<file path="config.mk">
export PLATFORM = sky130hd
export DESIGN_NAME = dns_srv_answer_parser_core
export DESIGN_NICKNAME = d
export VERILOG_FILES = /design/src/hdl/dsap_pkg.sv /design/src/hdl/dsap_parser.sv /design/src/hdl/dns_srv_answer_parser_core.sv
export SDC_FILE = /design/constraint.sdc
export NUM_CORES = 1
export LEC_CHECK = 0
export ABC_CLOCK_PERIOD_IN_PS = 3820
export BUFFER_PORTS_ARGS = -buffer_cell sky130_fd_sc_hd__buf_2
export CORE_MARGIN = 5
export CORE_UTILIZATION = 57
export DETAILED_ROUTE_END_ITERATION = 12
export PLACE_DENSITY = 0.86
export RECOVER_POWER = 25
export SYNTH_ARGS = -nofsm -noshare
export SYNTH_HDL_FRONTEND = slang
export SYNTH_HIERARCHICAL = 1
export SYNTH_SLANG_ARGS = --single-unit
</file>
<file path="constraint.sdc">
create_clock -name clk -period 3.82 [get_ports clk]
set_clock_uncertainty 0.1 [all_clocks]
set_input_delay 0.382 -clock clk [delete_from_list [all_inputs] [get_ports clk]]
set_output_delay 0.382 -clock clk [all_outputs]
set_load 0.005 [all_outputs]
</file>
<file path="src/hdl/dsap_pkg.sv">
package dsap_pkg;

  localparam int MAX_MESSAGE_BYTES = 4096;

  localparam logic [7:0]  PTR_MASK      = 8'hC0;
  localparam logic [15:0] SRV_TYPE      = 16'd33;
  localparam int          HEADER_BYTES  = 12;
  localparam int          QDCOUNT_OFF   = 4;
  localparam int          ANCOUNT_OFF   = 6;
  localparam logic [15:0] QFIXED_BYTES  = 16'd4;
  localparam logic [15:0] AFIXED_BYTES  = 16'd10;
  localparam logic [15:0] SRV_MIN_RDLEN = 16'd7;
  localparam logic [15:0] SRV_FIELD_LEN = 16'd6;
  localparam logic [11:0] TARGET_SKIP   = 12'd7;

  localparam logic [1:0] ST_OK        = 2'd0;
  localparam logic [1:0] ST_SHORT     = 2'd1;
  localparam logic [1:0] ST_MALFORMED = 2'd2;
  localparam logic [1:0] ST_NO_SRV    = 2'd3;

  localparam logic KIND_RECORD = 1'b0;
  localparam logic KIND_STATUS = 1'b1;

  typedef struct packed {
    logic        kind;
    logic [1:0]  status;
    logic [15:0] priority_res;
    logic [15:0] weight;
    logic [15:0] port;
    logic [11:0] target_offset;
    logic [15:0] record_count;
    logic        result_last;
  } result_t;

endpackage

</file>
<file path="src/hdl/dsap_parser.sv">
module dsap_parser #(
  parameter int MAX_MESSAGE_BYTES = dsap_pkg::MAX_MESSAGE_BYTES
) (
  input  logic              clk,
  input  logic              rst_n,
  input  logic              take,
  input  logic [7:0]        msg_byte,
  input  logic              msg_end,
  output logic              rec_valid,
  output dsap_pkg::result_t rec,
  output logic              st_valid,
  output dsap_pkg::result_t st
);

  localparam int OW = $clog2(MAX_MESSAGE_BYTES + 1);
  localparam logic [OW-1:0] OFF_MAX = OW'(MAX_MESSAGE_BYTES);
  localparam logic [OW-1:0] OFF_QD  = OW'(dsap_pkg::QDCOUNT_OFF);
  localparam logic [OW-1:0] OFF_AN  = OW'(dsap_pkg::ANCOUNT_OFF);
  localparam logic [OW-1:0] OFF_HDR = OW'(dsap_pkg::HEADER_BYTES);
  localparam logic [OW-1:0] OFF_ONE = OW'(1);

  typedef enum logic [3:0] {
    PH_HEADER, PH_QLEN, PH_QLABEL, PH_QPTR, PH_QFIXED, PH_ALEN,
    PH_ALABEL, PH_APTR, PH_AFIXED, PH_RDATA, PH_DONE, PH_DRAIN
  } phase_t;

  phase_t        ph_r, ph_nxt;
  logic [OW-1:0] off_r, off_nxt;
  logic [15:0]   qleft_r, qleft_nxt;
  logic [15:0]   aleft_r, aleft_nxt;
  logic [15:0]   skip_r, skip_nxt;
  logic [15:0]   rtype_r, rtype_nxt;
  logic [15:0]   rdlen_r, rdlen_nxt;
  logic [47:0]   fs_r, fs_nxt;
  logic [15:0]   cnt_r, cnt_nxt;
  logic          err_r, err_nxt;
  logic [15:0]   rd_idx;
  logic          is_q;

  assign rd_idx = rdlen_r - skip_r;
  assign is_q   = (ph_r == PH_QLEN);

  always_comb begin
    ph_nxt    = ph_r;
    off_nxt   = off_r;
    qleft_nxt = qleft_r;
    aleft_nxt = aleft_r;
    skip_nxt  = skip_r;
    rtype_nxt = rtype_r;
    rdlen_nxt = rdlen_r;
    fs_nxt    = fs_r;
    cnt_nxt   = cnt_r;
    err_nxt   = err_r;
    rec_valid = 1'b0;
    st_valid  = 1'b0;
    rec       = '0;
    st        = '0;
    if (take) begin
      if (off_r < OFF_MAX) begin
        off_nxt = off_r + OFF_ONE;
      end
      if (off_r >= OFF_MAX) begin
        err_nxt = 1'b1;
        ph_nxt  = PH_DRAIN;
      end else begin
        case (ph_r)
          PH_HEADER: begin
            if (off_r == OFF_QD || off_r == OFF_QD + OFF_ONE) begin
              qleft_nxt = {qleft_r[7:0], msg_byte};
            end else if (off_r == OFF_AN || off_r == OFF_AN + OFF_ONE) begin
              aleft_nxt = {aleft_r[7:0], msg_byte};
            end
            if (off_r == OFF_HDR - OFF_ONE) begin
              if (qleft_r != '0) begin
                ph_nxt = PH_QLEN;
              end else begin
                ph_nxt = (aleft_r != '0) ? PH_ALEN : PH_DONE;
              end
            end
          end
          PH_QLEN, PH_ALEN: begin
            if (msg_byte == '0) begin
              if (is_q) begin
                skip_nxt = dsap_pkg::QFIXED_BYTES;
                ph_nxt   = PH_QFIXED;
              end else begin
                skip_nxt  = dsap_pkg::AFIXED_BYTES;
                rtype_nxt = '0;
                rdlen_nxt = '0;
                ph_nxt    = PH_AFIXED;
              end
            end else if ((msg_byte & dsap_pkg::PTR_MASK) == dsap_pkg::PTR_MASK) begin
              ph_nxt = is_q ? PH_QPTR : PH_APTR;
            end else if ((msg_byte & dsap_pkg::PTR_MASK) != '0) begin
              err_nxt = 1'b1;
              ph_nxt  = PH_DRAIN;
            end else begin
              skip_nxt = {8'h00, msg_byte};
              ph_nxt   = is_q ? PH_QLABEL : PH_ALABEL;
            end
          end
          PH_QLABEL, PH_ALABEL: begin
            skip_nxt = skip_r - 16'd1;
            if (skip_r == 16'd1) begin
              ph_nxt = (ph_r == PH_QLABEL) ? PH_QLEN : PH_ALEN;
            end
          end
          PH_QPTR: begin
            skip_nxt = dsap_pkg::QFIXED_BYTES;
            ph_nxt   = PH_QFIXED;
          end
          PH_APTR: begin
            skip_nxt  = dsap_pkg::AFIXED_BYTES;
            rtype_nxt = '0;
            rdlen_nxt = '0;
            ph_nxt    = PH_AFIXED;
          end
          PH_QFIXED: begin
            skip_nxt = skip_r - 16'd1;
            if (skip_r == 16'd1) begin
              qleft_nxt = qleft_r - 16'd1;
              if (qleft_r != 16'd1) begin
                ph_nxt = PH_QLEN;
              end else begin
                ph_nxt = (aleft_r != '0) ? PH_ALEN : PH_DONE;
              end
            end
          end
          PH_AFIXED: begin
            if (skip_r > 16'd8) begin
              rtype_nxt = {rtype_r[7:0], msg_byte};
            end else if (skip_r <= 16'd2) begin
              rdlen_nxt = {rdlen_r[7:0], msg_byte};
            end
            skip_nxt = skip_r - 16'd1;
            if (skip_r == 16'd1) begin
              if (rtype_nxt == dsap_pkg::SRV_TYPE && rdlen_nxt < dsap_pkg::SRV_MIN_RDLEN) begin
                err_nxt = 1'b1;
                ph_nxt  = PH_DRAIN;
              end else if (rdlen_nxt == '0) begin
                aleft_nxt = aleft_r - 16'd1;
                ph_nxt    = (aleft_r != 16'd1) ? PH_ALEN : PH_DONE;
              end else begin
                skip_nxt = rdlen_nxt;
                fs_nxt   = '0;
                ph_nxt   = PH_RDATA;
              end
            end
          end
          PH_RDATA: begin
            if (rd_idx < dsap_pkg::SRV_FIELD_LEN) begin
              fs_nxt = {fs_r[39:0], msg_byte};
            end
            skip_nxt = skip_r - 16'd1;
            if (skip_r == 16'd1) begin
              if (rtype_r == dsap_pkg::SRV_TYPE) begin
                if (cnt_r != 16'hFFFF) begin
                  cnt_nxt = cnt_r + 16'd1;
                end
                rec_valid         = 1'b1;
                rec.kind          = dsap_pkg::KIND_RECORD;
                rec.status        = dsap_pkg::ST_OK;
                rec.priority_res  = fs_nxt[47:32];
                rec.weight        = fs_nxt[31:16];
                rec.port          = fs_nxt[15:0];
                rec.target_offset = 12'(off_r) + dsap_pkg::TARGET_SKIP - rdlen_r[11:0];
                rec.record_count  = cnt_nxt;
                rec.result_last   = !msg_end;
              end
              aleft_nxt = aleft_r - 16'd1;
              ph_nxt    = (aleft_r != 16'd1) ? PH_ALEN : PH_DONE;
            end
          end
          PH_DONE: begin
          end
          default: begin
            ph_nxt = PH_DRAIN;
          end
        endcase
      end
      if (msg_end) begin
        st_valid        = 1'b1;
        st.kind         = dsap_pkg::KIND_STATUS;
        st.record_count = cnt_nxt;
        st.result_last  = 1'b1;
        if (off_nxt < OFF_HDR) begin
          st.status = dsap_pkg::ST_SHORT;
        end else if (err_nxt || ph_nxt != PH_DONE) begin
          st.status = dsap_pkg::ST_MALFORMED;
        end else if (cnt_nxt == '0) begin
          st.status = dsap_pkg::ST_NO_SRV;
        end else begin
          st.status = dsap_pkg::ST_OK;
        end
        ph_nxt    = PH_HEADER;
        off_nxt   = '0;
        qleft_nxt = '0;
        aleft_nxt = '0;
        skip_nxt  = '0;
        rtype_nxt = '0;
        rdlen_nxt = '0;
        fs_nxt    = '0;
        cnt_nxt   = '0;
        err_nxt   = 1'b0;
      end
    end
  end

  always_ff @(posedge clk) begin
    if (!rst_n) begin
      ph_r    <= PH_HEADER;
      off_r   <= '0;
      qleft_r <= '0;
      aleft_r <= '0;
      skip_r  <= '0;
      rtype_r <= '0;
      rdlen_r <= '0;
      fs_r    <= '0;
      cnt_r   <= '0;
      err_r   <= 1'b0;
    end else begin
      ph_r    <= ph_nxt;
      off_r   <= off_nxt;
      qleft_r <= qleft_nxt;
      aleft_r <= aleft_nxt;
      skip_r  <= skip_nxt;
      rtype_r <= rtype_nxt;
      rdlen_r <= rdlen_nxt;
      fs_r    <= fs_nxt;
      cnt_r   <= cnt_nxt;
      err_r   <= err_nxt;
    end
  end

endmodule

</file>
<file path="src/hdl/dns_srv_answer_parser_core.sv">
// Channel | Direction | tdata                         | tuser | tlast
// in_     | slave     | msg_byte                      | -     | msg_end
// out_    | master    | status, priority_res, weight, | kind  | result_last
//         |           | port, target_offset,          |       |
//         |           | record_count                  |       |
// One byte per cycle while in_tready is high: parser state updates on the accepting edge.
// A byte that ends an SRV record and the message yields two words; the
// two-entry output queue holds both, and input stalls while both are queued.
// in_tready needs the queue empty after this cycle's output pop.
// Synchronous active-low reset returns the parser to the header phase.
module dns_srv_answer_parser_core #(
  parameter int MAX_MESSAGE_BYTES = dsap_pkg::MAX_MESSAGE_BYTES
) (
  input  logic        clk,
  input  logic        rst_n,
  input  logic        in_tvalid,
  output logic        in_tready,
  input  logic [7:0]  in_tdata,   // msg_byte[7:0]
  input  logic        in_tlast,
  output logic        out_tvalid,
  input  logic        out_tready,
  output logic [79:0] out_tdata,  // status[1:0], priority_res[17:2], weight[33:18],
                                  // port[49:34], target_offset[61:50],
                                  // record_count[77:62], zero[79:78]
  output logic        out_tuser,  // kind[0]
  output logic        out_tlast
);

  logic              take;
  logic              pop;
  logic              rec_valid;
  logic              st_valid;
  dsap_pkg::result_t rec;
  dsap_pkg::result_t st;
  dsap_pkg::result_t q0_r, q0_nxt;
  dsap_pkg::result_t q1_r, q1_nxt;
  logic [1:0]        cnt_r, cnt_nxt;

  assign out_tvalid = (cnt_r != 2'd0);
  assign pop        = out_tvalid && out_tready;
  assign in_tready  = (cnt_r == 2'd0) || (cnt_r == 2'd1 && out_tready);
  assign take       = in_tvalid && in_tready;

  dsap_parser #(
    .MAX_MESSAGE_BYTES(MAX_MESSAGE_BYTES)
  ) u_parser (
    .clk      (clk),
    .rst_n    (rst_n),
    .take     (take),
    .msg_byte (in_tdata),
    .msg_end  (in_tlast),
    .rec_valid(rec_valid),
    .rec      (rec),
    .st_valid (st_valid),
    .st       (st)
  );

  always_comb begin
    q0_nxt  = q0_r;
    q1_nxt  = q1_r;
    cnt_nxt = cnt_r;
    if (take) begin
      q0_nxt  = rec_valid ? rec : st;
      q1_nxt  = st;
      cnt_nxt = {1'b0, rec_valid} + {1'b0, st_valid};
    end else if (pop) begin
      q0_nxt  = q1_r;
      cnt_nxt = cnt_r - 2'd1;
    end
  end

  always_ff @(posedge clk) begin
    if (!rst_n) begin
      cnt_r <= 2'd0;
    end else begin
      cnt_r <= cnt_nxt;
    end
    q0_r <= q0_nxt;
    q1_r <= q1_nxt;
  end

  assign out_tdata = {2'b00, q0_r.record_count, q0_r.target_offset, q0_r.port,
                      q0_r.weight, q0_r.priority_res, q0_r.status};
  assign out_tuser = q0_r.kind;
  assign out_tlast = q0_r.result_last;

endmodule
</file>
Yosys cells after proc, flatten, opt, wreduce, memory -nomap -nowiden

Index checks and enable logic that the tools add are counted.

$add $sub $neg: 10
Div/mod/pow operators: 0
Magnitude comparators: 7
Muxes and demuxes: 110
Reduce and logical (&&, ||, !) cells: 32
Multipliers: 0
Bitwise gates (word level): 0
Shift-type cells: 0
Equal/unequal tests: 38

Operators with widths:

| operator                                                       | number |
|---|---|
| two-way mux 16 bit                                             | 42 |
| two-way mux 80 bit                                             | 6 |
| two-way mux 48 bit                                             | 6 |
| one-hot mux 16 bit (3 select lines)                            | 3 |
| one-hot mux 48 bit (2 select lines)                            | 1 |
| one-hot mux 16 bit (5 select lines)                            | 1 |
| two-way mux 77 bit                                             | 1 |
| two-way mux 4 bit                                              | 19 |
| equality test 13 x 3 -> 1 bit, second input constant           | 4 |
| subtractor 16 x 1 -> 16 bit, second input constant             | 3 |
| two-way mux 13 bit                                             | 3 |
| one-hot mux 4 bit (9 select lines)                             | 1 |
| equality test 16 x 6 -> 1 bit, second input constant           | 2 |
| logical NOT 16 bit                                             | 2 |
| less-than comparator 16 x 3 -> 1 bit, second input constant    | 2 |
| != test 16 x 1 -> 1 bit, second input constant                 | 2 |
| one-hot mux 16 bit (2 select lines)                            | 1 |
| nonzero test 16 bit                                            | 2 |
| != test 3 x 2 -> 1 bit, second input constant                  | 7 |
| two-way mux 17 bit                                             | 1 |
| adder 16 x 1 -> 16 bit, second input constant                  | 1 |
| equality test 16 x 1 -> 1 bit, second input constant           | 1 |
| equality test 4 x 3 -> 1 bit, second input constant            | 4 |
| greater-than comparator 16 x 4 -> 1 bit, second input constant | 1 |
| 41 further kinds                                               | 81 |

Register bits after elaboration: 264
Latch bits: 0
Output and inout bits: 84
Memories: 0
Bits in read-only memories: 0
Input port bits: 13
Logic and storage cells: 220
Memory bits (writable): 0

Depth between registers and ports, before layout

Gate-level depths: netlist of run 1.

Depth in word-level cells: 20
Mapped depth: 16

Hierarchy

The synthesis of run 1 kept the hierarchy.

By module, submodules not included:

| module                     | area each (µm²) | instances | seq. area each (µm²) | cells each |
|---|---|---|---|---|
| dsap_parser                | 12430.7         | 1         | 3243.1               | 1641 |
| dns_srv_answer_parser_core | 7180.6          | 1         | 4844.6               | 460 |

Worst setup path after synthesis of run 1

No wires, ideal clock.

Path type: register to register
Start: reg cnt_r[0] (netlist name)
End: reg u_parser.skip_r[8]
Data required time: 3641 ps
Arrival: 3595 ps
Clock period less this slack: 3773 ps
Setup slack: 47 ps
Cell stages (with the launch flop): 16
Path through: dfxtp_1 inv_1 ha_1 a21oi_2 inv_2 nand2_2 buf_12 buf_12 inv_2 nand2b_1 clkbuf_1 nor4_1 nand2_1 or2_0 or3_1 o211ai_1

RTL lines:

| item                   | RTL line           | source |
|---|---|---|
| end signal: assignment | dsap_parser.sv:226 | `skip_r <= skip_nxt;` |
| end: declaration       | dsap_parser.sv:31  | `logic [15:0] skip_r, skip_nxt;` |

==> results.txt, run 1 <==
Synth-to-Final Area Change: 12.87%
drt via density: 6.333
drt initial violations: 1905
HP Class: input port to register
num rows: 68
CTS Buffer Depth: 3
initial antenna violation count: 0
commonest non-fill, non-tap cell in the layout: nor2_1
Cell Area, Synth: 19610 µm²
vias in the first global route: 16.58k
Synth async-reset ratio: 0%
post-route ant nets: 0
core box area: 34290 µm²
VDD IR max: 0.5382 mV
GRT Overall Usage: 28.30%
RD Place Congestion: 0.9511
Worst-path clk slew: 0.06 ns
#FFs+latches synth: 324
die height: 195.5 µm
chip width: 195.5 µm
global-route wire length before repair: 88960 µm
Final Hold Vio Count: 0
average wire per standard cell: 21.23 µm
post-synthesis sequential area ratio: 41.24%
YS warnings: 6
CTS tree: done
Rel. slew slack: 20.20%
H-tree depth: 2
f_max: 0.2521 GHz
PwrDens: 438.2 nW/µm²
post-synth cell types: 93
clock buffer count from CTS: 35
largest net degree at the start of global routing: 85
crit path max fanout: 6
status: finished with violations
Via Count: 17.02k
CP endpoint kind: register
Tcrit/Tclk final: 103.9%
max cap viols: 0
layout cells sized above 1: 15.99%
Final Setup Violations: 2
Congestion Overflow GR: 0
Pleak: 7.849 nW
commonest register cell after synthesis: dfxtp_1
Critical Path RT: 3.99 ns
pre-CTS setup slack: -0.2983 ns
non-filler cells, final: 2687
most frequent cells in the layout: nor2_1 (199), dfxtp_1 (161), edfxtp_1 (160)
DRC Markers: 0
WS Path Type: register to register
Cells after DPL: 2613
mean area per synthesized cell: 9.334 µm²
total chip power: 9.699 mW
Startpoint Class: register
Setup WS post-layout: -0.1473 ns
hold_buf cts: 0
drt first pass iters: 6
Antenna diodes: 0
CP Data Arrival Time: 4.14 ns
Starting Density: 57.20%
Synth Instances: 2101
# nets final: 2272
Root Buffer: clkbuf_16
die area: 38220 µm²
actual slew at the worst max-slew pin: 1.197 ns
Slew Viols, Final: 0
total I/O pin count: 97
RSZ-0062 raised after global routing: yes
final wirelength: 57060 µm
CTS Sinks: 324
EDFF count, synth: 160
PortBufs: 94
worst skew pair latency: 0.55 ns
failing checks: negative setup slack
Post-DP HPWL: 36650 µm
Final min period: 3.967 ns
==> synthesized netlist by cell type, types with 51 or more instances <==
library cell  number  area, µm²
o21ai_0          157      785.8
edfxtp_1         160       4805
inv_1             69      259.0
nor2b_1           86      538.0
nor2_1           202      758.2
nor3_1            53      265.3
dfxtp_1          164       3283
a21oi_1           78      390.4
o21ai_2           69      604.3
nand2_1          102      382.9
a22o_1            51      446.7
a22oi_1           51      382.9
ha_1              52      650.6
mux2i_1          142       1421
buf_4             75      563.0
clkbuf_1          94      352.8
==> power by group <==
part | leakage, nW | total, mW | switching [mW] | internal, mW
clock network | 0.630 | 3.80 | 1.50 | 2.31
logic | 4.33 | 1.56 | 1.10 | 0.463
registers | 2.89 | 4.33 | 0.146 | 4.19
==> sequential cells by signal, summed over array words and instances, names as in the netlist, 16 cells and up <==
signal            flops
out_tdata            78
u_parser/aleft_r     16
u_parser/qleft_r     16
u_parser/rdlen_r     16
q1_r                 80
u_parser/skip_r      16
u_parser/rtype_r     16
u_parser/fs_r        48
u_parser/cnt_r       16
==> routing by layer <==
layer	track usage [%]	vias to the layer above	routed length (µm)
met2	46.62	878	27370
li1	-	7781	-
met1	37.03	8169	22780
met5	0	-	0
met3	5.400	188	4785
met4	11.04	0	2128
==> worst paths after layout <==
check,startpoint,to,slack (ns),cells after the start
setup / recovery,u_parser/rdlen_r[0],out_tdata[26],-0.15,16
hold / removal,in_tdata[6],u_parser/rtype_r[6],0.12,3
setup reg to reg,u_parser/rdlen_r[0],out_tdata[26],-0.15,16
hold reg to reg,u_parser/fs_r[43],u_parser/fs_r[43],0.38,1
==> cells by family after synthesis <==
family                     count (synthesis)  share of synthesized area (%)
and+or+nand+nor                          648                          17.06
AOI/OAI and AO/OA                        584                          20.17
DFF                                      324                          41.24
buffers and inverters                    281                          7.726
muxes                                    145                          7.420
xor gates and xnor gates                  62                          2.769
adders and majority gates                 55                          3.573
other                                      2                        0.03829
==> critical path, stage by stage (launching register included) <==
cell	delay (ns)
dfxtp_2	0.32
nand2b_4	0.15
fa_2	0.42
a211oi_4	0.25
buf_4	0.15
o21ai_4	0.06
a221oi_2	0.26
xor2_1	0.17
nand4b_1	0.17
nor4b_4	0.39
nand4_1	0.15
buf_6	0.19
buf_12	0.16
mux2i_2	0.22
nor2_1	0.10
mux2i_1	0.29
o21ai_2	0.12
==> per-stage QoR <==
stage	utilization [%]	setup TNS (ns)	hold WS (ns)	instance area (µm²)
floorplan	-	0	0.3489	19850
global placement	60.14	-0.01055	0.3627	20620
detailed placement	60.14	-11.66	0.3682	20620
CTS	64.08	0	0.1049	21970
global route	64.56	-1.691	0.1300	22140
finish	64.56	-0.2151	0.1223	22140
==> area by class of cell <==
| cell class | count | area, µm² |
|---|---|---|
| clock buffer | 46 | 1021 |
| tap | 455 | 569.3 |
| timing repair buffer | 214 | 1496 |
| clock inverter | 18 | 266.5 |
| multi-input combinational | 1559 | 10420 |
| inverter | 71 | 270.3 |
| fill | 2677 | 12150 |
| sequential | 324 | 8094 |
==> repair_timing <==
action,4_1_cts,5_1_grt
hold endpoints to repair,0,0
buffers inserted,1,5
resized for setup,4,38
setup endpoints to repair,96,101
pin swaps,3,18
gates cloned,1,3
(Power assumes the default switching activity.)
==> run 2, diff against run 1 <==
--- a/config.mk
+++ b/config.mk
@@ -12,6 +12,8 @@
 export DETAILED_ROUTE_END_ITERATION = 12
 export PLACE_DENSITY = 0.86
 export RECOVER_POWER = 25
+export SETUP_SLACK_MARGIN = 0.3
+export SLEW_MARGIN = 0
 export SYNTH_ARGS = -nofsm -noshare
 export SYNTH_HDL_FRONTEND = slang
 export SYNTH_HIERARCHICAL = 1
==> run 2 against run 1 <==
  * The flow finishes with violations (max-capacitance violations, max-slew violations)
  * Sequential share of layout area shrank 0.19 points
  * Sequential cell count did not move
  * Cell count is 0.22% higher
  * Clock power shrank 8.7%
  * Power shrank 3.1%
  * Global-route usage fell by 0.66 points
  * Sequential power about the same
  * Via count increased by 1.3%
  * Die area is the same
  * Critical path type unchanged
  * Largest power group unchanged
==> results.txt, run 2 (synthesis results as in run 1) <==
Crit path max-delay family: simple AND/OR/NAND/NOR gates (unchanged)
actual slew at the worst max-slew pin: 1.857 ns (was 1.197 ns)
CTS Buffer Depth: 3 (unchanged)
number of flip-flops in the largest register: 80 (unchanged)
average wire per standard cell: 21.74 µm (was 21.23 µm)
failing checks: max-capacitance violations, max-slew violations (was negative setup slack)
die area: 38220 µm² (unchanged)
layout cells sized above 1: 17.29% (was 15.99%)
CTS tree: done (unchanged)
CTS Sinks: 324 (unchanged)
hold_buf cts: 0 (unchanged)
multi-input combinational cell area: 10570 µm² (was 10420 µm²)
Post-DP HPWL: 35910 µm (was 36650 µm)
Worst-path clk slew: 0.06 ns (about the same)
Biggest register: q1_r (unchanged)
Worst path max stage delay: 0.38 ns (was 0.42 ns)
Fillers: 2598 (was 2677)
Rel. slew slack: -23.78% (was 20.20%)
# nets final: 2280 (was 2272)
Antenna diodes: 0 (unchanged)
largest net degree at the start of global routing: 85 (unchanged)
RD Place Congestion: 0.9750 (was 0.9511)
CP endpoint kind: register (unchanged)
vias in the first global route: 16.18k (was 16.58k)
drt initial violations: 2001 (was 1905)
Synth-to-Final Area Change: 13.59% (was 12.87%)
crit path max fanout: 6 (unchanged)
worst skew pair latency: 0.53 ns (was 0.55 ns)
chip width: 195.5 µm (unchanged)
initial antenna violation count: 0 (unchanged)
Startpoint Class: register (unchanged)
HP Class: input port to register (unchanged)
PortBufs: 94 (unchanged)
final wirelength: 58550 µm (was 57060 µm)
status: finished with violations (unchanged)
clock buffer count from CTS: 35 (unchanged)
Slew Viols, Final: 31 (was 0)
Root Buffer: clkbuf_16 (unchanged)
Starting Density: 57.20% (unchanged)
CP bufs+invs: 3 (unchanged)
drt via density: 6.402 (was 6.333)
final instance area: 22280 µm² (was 22140 µm²)
Final min period: 3.690 ns (was 3.967 ns)
core box area: 34290 µm² (unchanged)
die height: 195.5 µm (unchanged)
Critical Path RT: 3.96 ns (was 3.99 ns)
CP Data Arrival Time: 3.83 ns (was 4.14 ns)
max cap viols: 1 (was 0)
Final Setup Violations: 0 (was 2)
post-route ant nets: 0 (unchanged)
Slowest-stage cell, CP: fa_2 (unchanged)
DRC Markers: 0 (unchanged)
H-tree depth: 2 (unchanged)
Via Count: 17.24k (was 17.02k)
Final Hold Vio Count: 0 (unchanged)
GRT Overall Usage: 27.65% (was 28.30%)
total I/O pin count: 97 (unchanged)
drt first pass iters: 6 (unchanged)
Core Util, Final: 64.97% (was 64.56%)
Pleak: 7.871 nW (was 7.849 nW)
commonest non-fill, non-tap cell in the layout: nor2_1 (unchanged)
global-route wire length before repair: 87530 µm (was 88960 µm)
DP Area: 20530 µm² (was 20620 µm²)
f_max: 0.2710 GHz (was 0.2521 GHz)
Reg area: 8103 µm² (was 8094 µm²)
PwrDens: 422.1 nW/µm² (was 438.2 nW/µm²)
WS Path Type: register to register (unchanged)
VDD IR max: 0.4803 mV (was 0.5382 mV)
num rows: 68 (unchanged)
Congestion Overflow GR: 0 (unchanged)
most frequent cells in the layout: nor2_1 (200), edfxtp_1 (160), dfxtp_1 (154) (was nor2_1 (199), dfxtp_1 (161), edfxtp_1 (160))
crit path cell chain: nand2b_4 -> fa_2 -> a211oi_4 -> o21ai_2 -> a221oi_2 -> xor2_1 -> nand4b_1 -> nor4b_4 -> buf_4 -> nand4_1 -> buf_6 -> buf_12 -> mux2i_2 -> nor2_1 -> mux2i_2 -> o21ai_2 (was nand2b_4 -> fa_2 -> a211oi_4 -> buf_4 -> o21ai_4 -> a221oi_2 -> xor2_1 -> nand4b_1 -> nor4b_4 -> nand4_1 -> buf_6 -> buf_12 -> mux2i_2 -> nor2_1 -> mux2i_1 -> o21ai_2)
hold slack: 0.1548 ns (was 0.1223 ns)
RSZ-0062 raised after global routing: yes (unchanged)
Tcrit/Tclk final: 96.60% (was 103.9%)
## run 2: changes by cell type in the layout (fill, tap and decap cells not counted), moves of 4 or more
| cell | delta |
|---|---|
| clkbuf_1 | +4 |
| dfxtp_2 | +7 |
| buf_6 | +4 |
| o21ai_0 | -4 |
| dfxtp_1 | -7 |
## run 2: final timing paths
path,cells past startpoint,from,to,slack (ns)
hold reg to reg,1,u_parser/fs_r[46],u_parser/fs_r[46],0.38
hold / removal,3,in_tdata[6],u_parser/rtype_r[6],0.15
setup reg to reg,16,u_parser/rdlen_r[0],out_tdata[29],0.13
setup / recovery,16,u_parser/rdlen_r[0],out_tdata[29],0.13
## run 2: area by class of cell
cell class | count | share of cell area [%]
Sequential cell | 324 | 36.37
Tap cell | 455 | 2.556
Inverter | 71 | 1.247
Clock inverter | 13 | 0.7526
Timing Repair Buffer | 222 | 7.156
Multi-Input combinational cell | 1559 | 47.43
Clock buffer | 49 | 4.488
## run 2: worst min-delay path: stages
cell and delay (ns):
buf_2 0.16, a22oi_1 0.09, nor2b_1 0.10
## run 2: repair_timing
action                                  in CTS  in global routing
endpoints found under the setup margin     100                140
gates cloned                                 2                  6
buffers inserted                             5                 10
gates resized for setup                     31                 62
pin swaps                                   13                 24
## run 2: metrics by stage
step	power, mW	setup slack [ns]	instances	setup TNS (ns)
floorplan	5.453	0.3011	2164	0
global placement	5.888	0.08484	2608	0
detailed placement	5.950	-0.09851	2608	-0.7108
CTS	9.394	0.2276	2677	0
global route	9.746	-0.09994	2693	-0.1075
finish	9.402	0.1300	2693	0
## run 2: layer usage
| layer | track usage (%) | routed length [µm] | up-vias | share of wire [%] |
|---|---|---|---|---|
| met5 | 0 | 0 | - | 0 |
| met4 | 8.456 | 2278 | 0 | 3.9 |
| met1 | 36.88 | 23230 | 8253 | 40 |
| met2 | 46.47 | 28110 | 997 | 48 |
| li1 | - | - | 7792 | - |
| met3 | 4.451 | 4939 | 198 | 8.4 |
## run 2: where the power goes
group | total [mW] | internal [mW] | leakage (nW) | switching [mW]
Clock | 3.47 | 2.04 | 0.571 | 1.43
Sequential | 4.34 | 4.19 | 2.90 | 0.149
Combinational | 1.59 | 0.474 | 4.40 | 1.12
Total | 9.40 | 6.71 | 7.87 | 2.69
